File: src/rtl/core/mrc_pkg.sv
package mrc_pkg;

  // Directions as carried on in_dir and out_dir
  typedef enum logic [2:0] {
    DIR_LOCAL = 3'd0,
    DIR_NORTH = 3'd1,
    DIR_EAST  = 3'd2,
    DIR_SOUTH = 3'd3,
    DIR_WEST  = 3'd4
  } dir_t;

  typedef enum logic [1:0] {
    MODE_XY     = 2'd0,
    MODE_TURN   = 2'd1,
    MODE_RANDOM = 2'd2
  } mode_t;

  typedef enum logic [2:0] {
    CFG_MODE    = 3'd0,
    CFG_COLUMNS = 3'd1,
    CFG_OWN_ID  = 3'd2,
    CFG_PORTMAP = 3'd3,
    CFG_VPV     = 3'd4,
    CFG_ESCAPE  = 3'd5
  } cfg_idx_t;

  localparam int DIR_WIDTH    = 3;
  localparam int DIR_COUNT    = 5;
  localparam int MODE_WIDTH   = 2;
  localparam int DIV_WIDTH    = 5;   // mesh_columns and vcs_per_vnet
  localparam int ESC_WIDTH    = 4;
  localparam int VC_WIDTH     = 8;
  localparam int REM_WIDTH    = DIV_WIDTH;
  localparam int CFG_IDX_WIDTH = 3;
  localparam int DIV_STEPS    = 4;   // restoring-division steps per stage

  localparam logic [DIV_WIDTH-1:0] COLUMNS_RESET = 5'd4;
  localparam logic [DIV_WIDTH-1:0] VPV_RESET     = 5'd4;

  // One restoring-division step: returns {quotient bit, new remainder}
  function automatic logic [REM_WIDTH:0] div_step(
    input logic [REM_WIDTH-1:0] rem,
    input logic                 num_bit,
    input logic [DIV_WIDTH-1:0] divisor
  );
    logic [REM_WIDTH:0] trial;
    logic [REM_WIDTH:0] diff;
    trial = {rem, num_bit};
    diff  = trial - {1'b0, divisor};
    if (trial >= {1'b0, divisor}) begin
      div_step = {1'b1, diff[REM_WIDTH-1:0]};
    end else begin
      div_step = {1'b0, trial[REM_WIDTH-1:0]};
    end
  endfunction

endpackage

File: src/rtl/core/mesh_route_compute_unit.sv
// Pipeline: stage 0 captures start, the division stages follow, and done is registered from the last stage.
// Throughput: one packet per cycle; the id and VC divisions run 4 restoring steps
// per stage, so ID_WIDTH and the VC width set the pipeline depth.
// Reset (rst, synchronous) clears all stage valid bits and loads the register
// defaults; busy is high only during reset.
// The receiver cannot stall: done pulses for one cycle with out_port and out_dir.
module mesh_route_compute_unit #(
  parameter int ID_WIDTH   = 8,
  parameter int PORT_WIDTH = 3
) (
  input  logic                                      clk,
  input  logic                                      rst,
  input  logic                                      start,
  output logic                                      busy,
  input  logic [ID_WIDTH-1:0]                       dest_id,
  input  logic [mrc_pkg::DIR_WIDTH-1:0]             in_dir,
  input  logic [mrc_pkg::VC_WIDTH-1:0]              in_vc,
  input  logic                                      random_bit,
  output logic                                      done,
  output logic [PORT_WIDTH-1:0]                     out_port,
  output logic [mrc_pkg::DIR_WIDTH-1:0]             out_dir,
  input  logic                                      cfg_we,
  input  logic [mrc_pkg::CFG_IDX_WIDTH-1:0]         cfg_index,
  input  logic [((mrc_pkg::DIR_COUNT*PORT_WIDTH > ID_WIDTH) ?
                 mrc_pkg::DIR_COUNT*PORT_WIDTH : ID_WIDTH)-1:0] cfg_data
);
  import mrc_pkg::*;

  localparam int MAP_WIDTH  = DIR_COUNT * PORT_WIDTH;
  localparam int NUM_MAX    = (ID_WIDTH > VC_WIDTH) ? ID_WIDTH : VC_WIDTH;
  localparam int DIV_STAGES = (NUM_MAX + DIV_STEPS - 1) / DIV_STEPS;
  localparam int TOTAL      = DIV_STAGES * DIV_STEPS;

  // Configuration registers
  logic [MODE_WIDTH-1:0] routing_mode;
  logic [DIV_WIDTH-1:0]  mesh_columns;
  logic [ID_WIDTH-1:0]   own_router_id;
  logic [MAP_WIDTH-1:0]  dir_port_map;
  logic [DIV_WIDTH-1:0]  vcs_per_vnet;
  logic [ESC_WIDTH-1:0]  escape_vc;

  always_ff @(posedge clk) begin
    if (rst) begin
      routing_mode  <= MODE_XY;
      mesh_columns  <= COLUMNS_RESET;
      own_router_id <= '0;
      dir_port_map  <= '0;
      vcs_per_vnet  <= VPV_RESET;
      escape_vc     <= '0;
    end else if (cfg_we) begin
      case (cfg_idx_t'(cfg_index))
        CFG_MODE:    routing_mode  <= cfg_data[MODE_WIDTH-1:0];
        CFG_COLUMNS: mesh_columns  <= cfg_data[DIV_WIDTH-1:0];
        CFG_OWN_ID:  own_router_id <= cfg_data[ID_WIDTH-1:0];
        CFG_PORTMAP: dir_port_map  <= cfg_data[MAP_WIDTH-1:0];
        CFG_VPV:     vcs_per_vnet  <= cfg_data[DIV_WIDTH-1:0];
        CFG_ESCAPE:  escape_vc     <= cfg_data[ESC_WIDTH-1:0];
        default: ;
      endcase
    end
  end

  logic [DIV_WIDTH-1:0] cols;
  logic [DIV_WIDTH-1:0] vpv;
  logic [TOTAL-1:0]     own_num;

  assign cols    = (mesh_columns == '0) ? DIV_WIDTH'(1) : mesh_columns;
  assign vpv     = (vcs_per_vnet == '0) ? DIV_WIDTH'(1) : vcs_per_vnet;
  assign own_num = TOTAL'(own_router_id);

  assign busy = rst;

  // Pipeline: stage 0 captures the packet, each later stage adds DIV_STEPS division steps
  logic [DIV_STAGES:0]  valid;
  logic [TOTAL-1:0]     dest_num  [DIV_STAGES+1];
  logic [TOTAL-1:0]     vc_num    [DIV_STAGES+1];
  logic [REM_WIDTH-1:0] dest_rem  [DIV_STAGES+1];
  logic [ID_WIDTH-1:0]  dest_quot [DIV_STAGES+1];
  logic [REM_WIDTH-1:0] own_rem   [DIV_STAGES+1];
  logic [ID_WIDTH-1:0]  own_quot  [DIV_STAGES+1];
  logic [REM_WIDTH-1:0] vc_rem    [DIV_STAGES+1];
  logic [DIR_WIDTH-1:0] dir_in    [DIV_STAGES+1];
  logic                 rnd       [DIV_STAGES+1];

  logic [REM_WIDTH-1:0] dr_c [DIV_STAGES];
  logic [ID_WIDTH-1:0]  dq_c [DIV_STAGES];
  logic [REM_WIDTH-1:0] or_c [DIV_STAGES];
  logic [ID_WIDTH-1:0]  oq_c [DIV_STAGES];
  logic [REM_WIDTH-1:0] vr_c [DIV_STAGES];

  always_comb begin : step_blk
    logic [REM_WIDTH:0]   ds, os, vs;
    logic [REM_WIDTH-1:0] d_rem, o_rem, v_rem;
    logic [ID_WIDTH-1:0]  d_quot, o_quot;
    for (int k = 0; k < DIV_STAGES; k++) begin
      d_rem  = dest_rem[k];
      d_quot = dest_quot[k];
      o_rem  = own_rem[k];
      o_quot = own_quot[k];
      v_rem  = vc_rem[k];
      for (int j = 0; j < DIV_STEPS; j++) begin
        ds     = div_step(d_rem, dest_num[k][TOTAL-1-(k*DIV_STEPS+j)], cols);
        os     = div_step(o_rem, own_num[TOTAL-1-(k*DIV_STEPS+j)], cols);
        vs     = div_step(v_rem, vc_num[k][TOTAL-1-(k*DIV_STEPS+j)], vpv);
        d_rem  = ds[REM_WIDTH-1:0];
        d_quot = {d_quot[ID_WIDTH-2:0], ds[REM_WIDTH]};
        o_rem  = os[REM_WIDTH-1:0];
        o_quot = {o_quot[ID_WIDTH-2:0], os[REM_WIDTH]};
        v_rem  = vs[REM_WIDTH-1:0];
      end
      dr_c[k] = d_rem;
      dq_c[k] = d_quot;
      or_c[k] = o_rem;
      oq_c[k] = o_quot;
      vr_c[k] = v_rem;
    end
  end

  always_ff @(posedge clk) begin
    if (rst) begin
      valid <= '0;
    end else begin
      valid <= {valid[DIV_STAGES-1:0], start && !busy};
    end
    dest_num[0]  <= TOTAL'(dest_id);
    vc_num[0]    <= TOTAL'(in_vc);
    dest_rem[0]  <= '0;
    dest_quot[0] <= '0;
    own_rem[0]   <= '0;
    own_quot[0]  <= '0;
    vc_rem[0]    <= '0;
    dir_in[0]    <= in_dir;
    rnd[0]       <= random_bit;
    for (int k = 0; k < DIV_STAGES; k++) begin
      dest_num[k+1]  <= dest_num[k];
      vc_num[k+1]    <= vc_num[k];
      dest_rem[k+1]  <= dr_c[k];
      dest_quot[k+1] <= dq_c[k];
      own_rem[k+1]   <= or_c[k];
      own_quot[k+1]  <= oq_c[k];
      vc_rem[k+1]    <= vr_c[k];
      dir_in[k+1]    <= dir_in[k];
      rnd[k+1]       <= rnd[k];
    end
  end

  // Route decision on the finished coordinates
  logic                 x_same, y_same, is_local;
  dir_t                 xd, yd, straight, dir_sel;
  mode_t                mode_eff;
  logic [PORT_WIDTH-1:0] port_sel;

  always_comb begin
    x_same   = dest_rem[DIV_STAGES] == own_rem[DIV_STAGES];
    y_same   = dest_quot[DIV_STAGES] == own_quot[DIV_STAGES];
    is_local = dest_num[DIV_STAGES][ID_WIDTH-1:0] == own_router_id;
    xd       = (dest_rem[DIV_STAGES] >= own_rem[DIV_STAGES]) ? DIR_EAST : DIR_WEST;
    yd       = (dest_quot[DIV_STAGES] >= own_quot[DIV_STAGES]) ? DIR_NORTH : DIR_SOUTH;
    straight = (dir_in[DIV_STAGES] == DIR_EAST) ? DIR_WEST : DIR_EAST;
    mode_eff = mode_t'(routing_mode);
    // in random mode only, the escape VC falls back to XY
    if (mode_eff == MODE_RANDOM && vc_rem[DIV_STAGES] == {1'b0, escape_vc}) begin
      mode_eff = MODE_XY;
    end

    if (is_local) begin
      dir_sel = DIR_LOCAL;
    end else begin
      case (mode_eff)
        MODE_TURN: begin
          if (x_same) begin
            dir_sel = yd;
          end else if (y_same) begin
            dir_sel = xd;
          end else if (dir_in[DIV_STAGES] == DIR_EAST || dir_in[DIV_STAGES] == DIR_WEST) begin
            if (yd == DIR_NORTH) begin
              dir_sel = straight;
            end else begin
              dir_sel = rnd[DIV_STAGES] ? straight : DIR_SOUTH;
            end
          end else if (yd == DIR_SOUTH) begin
            dir_sel = rnd[DIV_STAGES] ? xd : DIR_SOUTH;
          end else begin
            dir_sel = DIR_NORTH;
          end
        end
        MODE_RANDOM: begin
          if (x_same) begin
            dir_sel = yd;
          end else if (y_same) begin
            dir_sel = xd;
          end else begin
            dir_sel = rnd[DIV_STAGES] ? xd : yd;
          end
        end
        default: begin
          dir_sel = x_same ? yd : xd;
        end
      endcase
    end

    case (dir_sel)
      DIR_LOCAL: port_sel = dir_port_map[0*PORT_WIDTH +: PORT_WIDTH];
      DIR_NORTH: port_sel = dir_port_map[1*PORT_WIDTH +: PORT_WIDTH];
      DIR_EAST:  port_sel = dir_port_map[2*PORT_WIDTH +: PORT_WIDTH];
      DIR_SOUTH: port_sel = dir_port_map[3*PORT_WIDTH +: PORT_WIDTH];
      DIR_WEST:  port_sel = dir_port_map[4*PORT_WIDTH +: PORT_WIDTH];
      default:   port_sel = '0;
    endcase
  end

  always_ff @(posedge clk) begin
    if (rst) begin
      done <= 1'b0;
    end else begin
      done <= valid[DIV_STAGES];
    end
    out_port <= port_sel;
    out_dir  <= dir_sel;
  end

  a_done_follows_pipe: assert property (@(posedge clk) disable iff (rst)
    !$past(rst) |-> (done == $past(valid[DIV_STAGES])))
    else $error("done does not follow the last pipeline stage");

  a_local_iff_own: assert property (@(posedge clk) disable iff (rst)
    done |-> ((out_dir == DIR_LOCAL) ==
              ($past(dest_num[DIV_STAGES][ID_WIDTH-1:0]) == own_router_id)))
    else $error("local direction chosen for a foreign destination or missed");

  a_dir_range: assert property (@(posedge clk) disable iff (rst)
    done |-> (out_dir <= DIR_WEST))
    else $error("out_dir outside the five directions");

  a_port_matches_map: assert property (@(posedge clk) disable iff (rst)
    done |-> (out_port == dir_port_map[out_dir*PORT_WIDTH +: PORT_WIDTH]))
    else $error("out_port disagrees with the direction map");

  a_rem_below_cols: assert property (@(posedge clk) disable iff (rst)
    valid[DIV_STAGES] |-> (dest_rem[DIV_STAGES] < cols && vc_rem[DIV_STAGES] < vpv))
    else $error("division remainder not below its divisor");

endmodule
File: config.mk
export PLATFORM = sky130hd
export DESIGN_NAME = mesh_route_compute_unit
export DESIGN_NICKNAME = d
export VERILOG_FILES = /design/src/rtl/core/mrc_pkg.sv /design/src/rtl/core/mesh_route_compute_unit.sv
export SDC_FILE = /design/constraint.sdc
export NUM_CORES = 1
export LEC_CHECK = 0
export ABC_AREA = 1
export BUFFER_PORTS_ARGS = -buffer_cell sky130_fd_sc_hd__buf_2
export CORE_MARGIN = 2
export CORE_UTILIZATION = 55
export DETAILED_ROUTE_END_ITERATION = 10
export PLACE_DENSITY = 0.78
export SLEW_MARGIN = 15
export SYNTH_ARGS = -nofsm -noshare
export SYNTH_HDL_FRONTEND = slang
export SYNTH_SLANG_ARGS = --single-unit
export TNS_END_PERCENT = 10
File: constraint.sdc
create_clock -name clk -period 9.2 [get_ports clk]
set_clock_uncertainty 0.2 [all_clocks]
set_input_delay 1.38 -clock clk [delete_from_list [all_inputs] [get_ports clk]]
set_output_delay 1.38 -clock clk [all_outputs]
set_load 0.1 [all_outputs]
Yosys cells after proc, flatten, opt, wreduce, memory -nomap -nowiden
Memories as Yosys holds them, arrays and structs flattened.
Cells that the tools add are included.
{"block": "op_classes", "addsub": 24, "multipliers": 0, "div": 0, "magnitude_cmp": 26, "n_eq_ne": 20, "n_shift": 0, "mux": 44, "bitwise": 0, "n_reduce_logical": 14}
{"op": "6-bit by 5-bit greater-or-equal comparator with 1-bit output", "n": 24}
{"op": "5-bit subtractor", "n": 24}
{"op": "6-bit two-way mux", "n": 16}
{"op": "5-bit two-way mux", "n": 10}
{"op": "3-bit two-way mux", "n": 14}
{"op": "8-bit == test", "n": 2}
{"op": "3-bit by 2-bit == test with 1-bit output (second input constant)", "n": 5}
{"op": "3-bit case mux with 5 select lines", "n": 1}
{"op": "3-bit == test (second input constant)", "n": 4}
{"op": "2-bit AND reduction", "n": 6}
{"op": "5-bit zero test", "n": 2}
{"op": "8-bit greater-or-equal comparator", "n": 1}
{"op": "2-bit == test (second input constant)", "n": 3}
{"op": "3-bit by 1-bit == test with 1-bit output (second input constant)", "n": 2}
{"op": "3-bit zero test", "n": 2}
{"op": "3-bit case mux with 2 select lines", "n": 1}
{"op": "5-bit by 4-bit == test with 1-bit output", "n": 1}
{"op": "5-bit == test", "n": 1}
{"op": "5-bit greater-or-equal comparator", "n": 1}
{"op": "2-bit by 1-bit == test with 1-bit output (second input constant)", "n": 2}
{"op": "2-bit two-way mux", "n": 2}
{"op": "1-bit logical AND", "n": 2}
{"op": "1-bit zero test", "n": 1}
{"op": "1-bit logical OR", "n": 1}
{"block": "word_totals", "ff_bits": 49, "latch_bits": 0, "ram_bits": 153, "romBits": 0, "output_inout_bits": 8, "n_memories": 9}
{"name": "dest_num", "depth": 3, "width": 8, "read_ports": 3, "rd_clocked_by_memory_dff": 0, "write_ports": 3, "line_no": "mesh_route_compute_unit.sv:75", "source": "logic [TOTAL-1:0] dest_num [DIV_STAGES+1];"}
{"name": "dest_quot", "depth": 3, "width": 8, "read_ports": 3, "rd_clocked_by_memory_dff": 0, "write_ports": 3, "line_no": "mesh_route_compute_unit.sv:78", "source": "logic [ID_WIDTH-1:0] dest_quot [DIV_STAGES+1];"}
{"name": "own_quot", "depth": 3, "width": 8, "read_ports": 3, "rd_clocked_by_memory_dff": 0, "write_ports": 3, "line_no": "mesh_route_compute_unit.sv:80", "source": "logic [ID_WIDTH-1:0] own_quot [DIV_STAGES+1];"}
{"name": "vc_num", "depth": 3, "width": 8, "read_ports": 2, "rd_clocked_by_memory_dff": 0, "write_ports": 3, "line_no": "mesh_route_compute_unit.sv:76", "source": "logic [TOTAL-1:0] vc_num [DIV_STAGES+1];"}
{"name": "dest_rem", "depth": 3, "width": 5, "read_ports": 3, "rd_clocked_by_memory_dff": 0, "write_ports": 3, "line_no": "mesh_route_compute_unit.sv:77", "source": "logic [REM_WIDTH-1:0] dest_rem [DIV_STAGES+1];"}
{"name": "own_rem", "depth": 3, "width": 5, "read_ports": 3, "rd_clocked_by_memory_dff": 0, "write_ports": 3, "line_no": "mesh_route_compute_unit.sv:79", "source": "logic [REM_WIDTH-1:0] own_rem [DIV_STAGES+1];"}
{"name": "+3 memories"}

Depth between registers and ports, before layout
An unclocked memory read counts as a cell.
{"block": "logic_depth", "word_depth": 12, "depth_mapped": 40, "ltp_nobuf": 40}

Least setup slack after synthesis
No wires, ideal clock.
{"block": "synth_path", "path_kind": "register to register", "start": "register mesh_columns[1]", "end": "memory dest_rem[0][11] (netlist name)", "t_arrival_ns": 6.408, "required_ns": 8.942, "path_slack_ns": 2.534, "stages_incl_launch_ff": 36, "path_cell_list": "dfxtp_1 > inv_2 > nand3_1 > inv_2 > or2_2 > ha_1 > inv_1 > fa_1 > nand3_1 > nand2_1 > nand2_1 > nand2_2 > mux2_2 > ha_1 > nand2_1 > nor2_1 > a211oi_2 > o21ai_1 > a21oi_2 > nand2_4 > a21oi_1 > ha_1 > nand2_1 > nor2_1 > a211oi_1 > o21ai_0 > a21oi_1 > nand2_4 > nand2_1 > nand2_1 > fa_1 > a221o_1 > a21boi_0 > and2_1 > nand3_1 > nand2_1"}
{"element": "start, declared", "line_no": "mesh_route_compute_unit.sv:36", "source": "logic [DIV_WIDTH-1:0] mesh_columns;"}
{"element": "start signal, assigned", "line_no": "mesh_route_compute_unit.sv:53", "source": "CFG_COLUMNS: mesh_columns <= cfg_data[DIV_WIDTH-1:0];"}
{"element": "end, declared", "line_no": "mesh_route_compute_unit.sv:77"}

==> flow_summary.ini <==
[finish]
final_cell_mix = 236 x nand2_1, 177 x inv_1, 151 x dfxtp_1
fin_nets = 1534
fin_area_um2 = 11200
area_growth_syn_to_layout_pct = 10.9
multiInputGateArea_um2 = 6280
fill_cells = 1496
drive_above_1_share_pct = 12.9
seqCellArea_um2 = 3020
antennaDiodeCount = 0
layout_commonest_cell = nand2_1

[global_route]
grt_use_total_pct = 23.1
first_global_vias = 7889
grt_pass1_wl_um = 36600
overflow = 0
antenna_found_initial = 0
grt_max_degree = 40

[routing]
ant_nets = 0
wire_per_inst_um = 13.9
routed_wl_um = 22100
detail_route.iter0.violations = 545
vias = 8388
vias_per_cell = 5.29
firstDrtPassIters = 5
drc = 0

[critical_path]
crit_top_cell = nand2_1
timing_worst_setup_path_type = reg2reg
endpoint_kind = flop
critPathRequiredTime_ns = 9.38
critPathMaxStageDelay_ns = 0.85
cp_slowest_cell = dfxtp_1
crit_path_max_fanout = 16
critPathLaunchType = flop
critical_path_arrival_ns = 7.95

[clocking]
ctsResizeCount = 0
path_clk_slew_ns = 0.07
cts_buffers = 17
htreeDepth = 4
post_cts_buffers = 0
cts_root_buf = clkbuf_16
cts_tree = yes
cts_sinks = 151
ctsHoldBuffers = 0
cts_buffer_depth = 2
clk_latency_ns = 0.43

[placement]
hpwlAfterDp_um = 16700
place_area_um2 = 10600
gp_congestion = 0.845
numPortBuffers = 49

[timing]
finalCritPeriodShare_pct = 84.5
slew_headroom_pct = 39.7
hold_slack_ns = 0.127
fin_setup_tns_ns = 0
max_freq_mhz = 129
grt_setup_unrepaired = false
hold_viol = 0
finalMaxSlewViolations = 0
min_period_ns = 7.77
setup_viol_count_final = 0
tightest_slew_ns = 0.904

[synthesis]
synth-seq-cells = 151
synth.net_count = 1476
ys.flop_type = dfxtp_1
ys_seq_area_share_pct = 30.0
async_flop_share_pct = 0
synth_edf_count = 0
yosysWarningCount = 0
avgSynthCellArea_um2 = 7.83
syn_area_um2 = 10100
synth.distinct_cells = 54
syn_inst = 1287

[floorplan]
core_um2 = 18000
start_util_pct = 56.1
rows = 49
die_w_um = 139
io-pin-count = 50
die_h_um = 139
die_area_um2 = 19400

[job]
max_cap_viol_count = 0

[worst_hold_path]
hold_class = reg2reg

[run_status]
status = completed
## per-stage QoR
step	worst slack [ns]	cells	util, %
global placement	1.76	1555	58.8
CTS	1.42	1586	62.2
floorplan	2.53	1287	-
finish	1.43	1586	62.2
global route	0.714	1586	62.2
detailed placement	1.49	1555	58.8
## layer usage
layer  track usage [%]  vias up  wire length, um  part of all wire, %
met5                 0        -                0                    0
met1              28.3     3821             9880                   45
met3              4.13       39              872                  4.0
met2              40.7      166            10800                   49
li1                  -     4362                -                    -
met4              8.35        0              473                  2.1
## critical path: cells and delay by family, from the launching register on
| kind | cells | cell delay, ns |
|---|---|---|
| adder cells (fa/ha/maj) | 5 | 1.56 |
| flip-flops | 1 | 0.85 |
| multiplexers | 1 | 0.36 |
| buffers and inverters | 3 | 0.22 |
| AO/OA/AOI/OAI | 9 | 2.36 |
| AND/OR/NAND/NOR | 17 | 2.13 |
## logic make-up after synthesis
kind of cell / after synthesis / synth area share (%)
flops: 151 / 30.0
xor+xnor: 63 / 5.48
buf+inv: 204 / 7.64
mux: 1 / 0.112
fa+ha+maj: 147 / 19.8
compound gates: 246 / 14.7
simple gates: 475 / 22.3
## sequential cells by signal (all words and copies together), names as in the netlist, 5 cells and up
name          cells
dir_in            9
dir_port_map     15
vc_num           12
dest_num         24
dest_rem         10
dest_quot        12
vc_rem           10
vcs_per_vnet      5
mesh_columns      5
own_num           8
own_quot         12
own_rem          10
## final cells by class
cell class / count / share of cell area (%)
Multi-Input combinational cell: 932 / 56.2
Clock inverter: 13 / 1.44
Timing Repair Buffer: 51 / 2.33
Sequential cell: 151 / 27.1
Inverter: 192 / 6.45
Tap cell: 229 / 2.56
Clock buffer: 18 / 3.93
## final timing paths
kind | cells past startpoint | slack [ns] | start | to
worst max-delay path | 35 | 1.43 | mesh_columns[1] | dest_rem[0][12]
worst min-delay path | 0 | 0.13 | dir_in[0][2] | dir_in[0][5]
worst max register to register | 35 | 1.43 | mesh_columns[1] | dest_rem[0][12]
worst min register to register | 0 | 0.13 | dir_in[0][2] | dir_in[0][5]
## cell usage after synthesis (18+ instances only)
| cell | count | area, um2 |
|---|---|---|
| fa_1 | 21 | 420 |
| nor2_1 | 77 | 289 |
| xnor2_1 | 30 | 263 |
| a21oi_1 | 98 | 490 |
| nand4_1 | 20 | 125 |
| dfxtp_1 | 151 | 3020 |
| ha_1 | 126 | 1580 |
| nand2_1 | 236 | 886 |
| o21ai_0 | 76 | 380 |
| nand3_1 | 75 | 375 |
| o21ai_1 | 18 | 90.1 |
| inv_1 | 177 | 664 |
| xor2_1 | 33 | 289 |
Power is not shown: default switching activity piles up to over one toggle a cycle in this logic, so the estimate is an artifact.
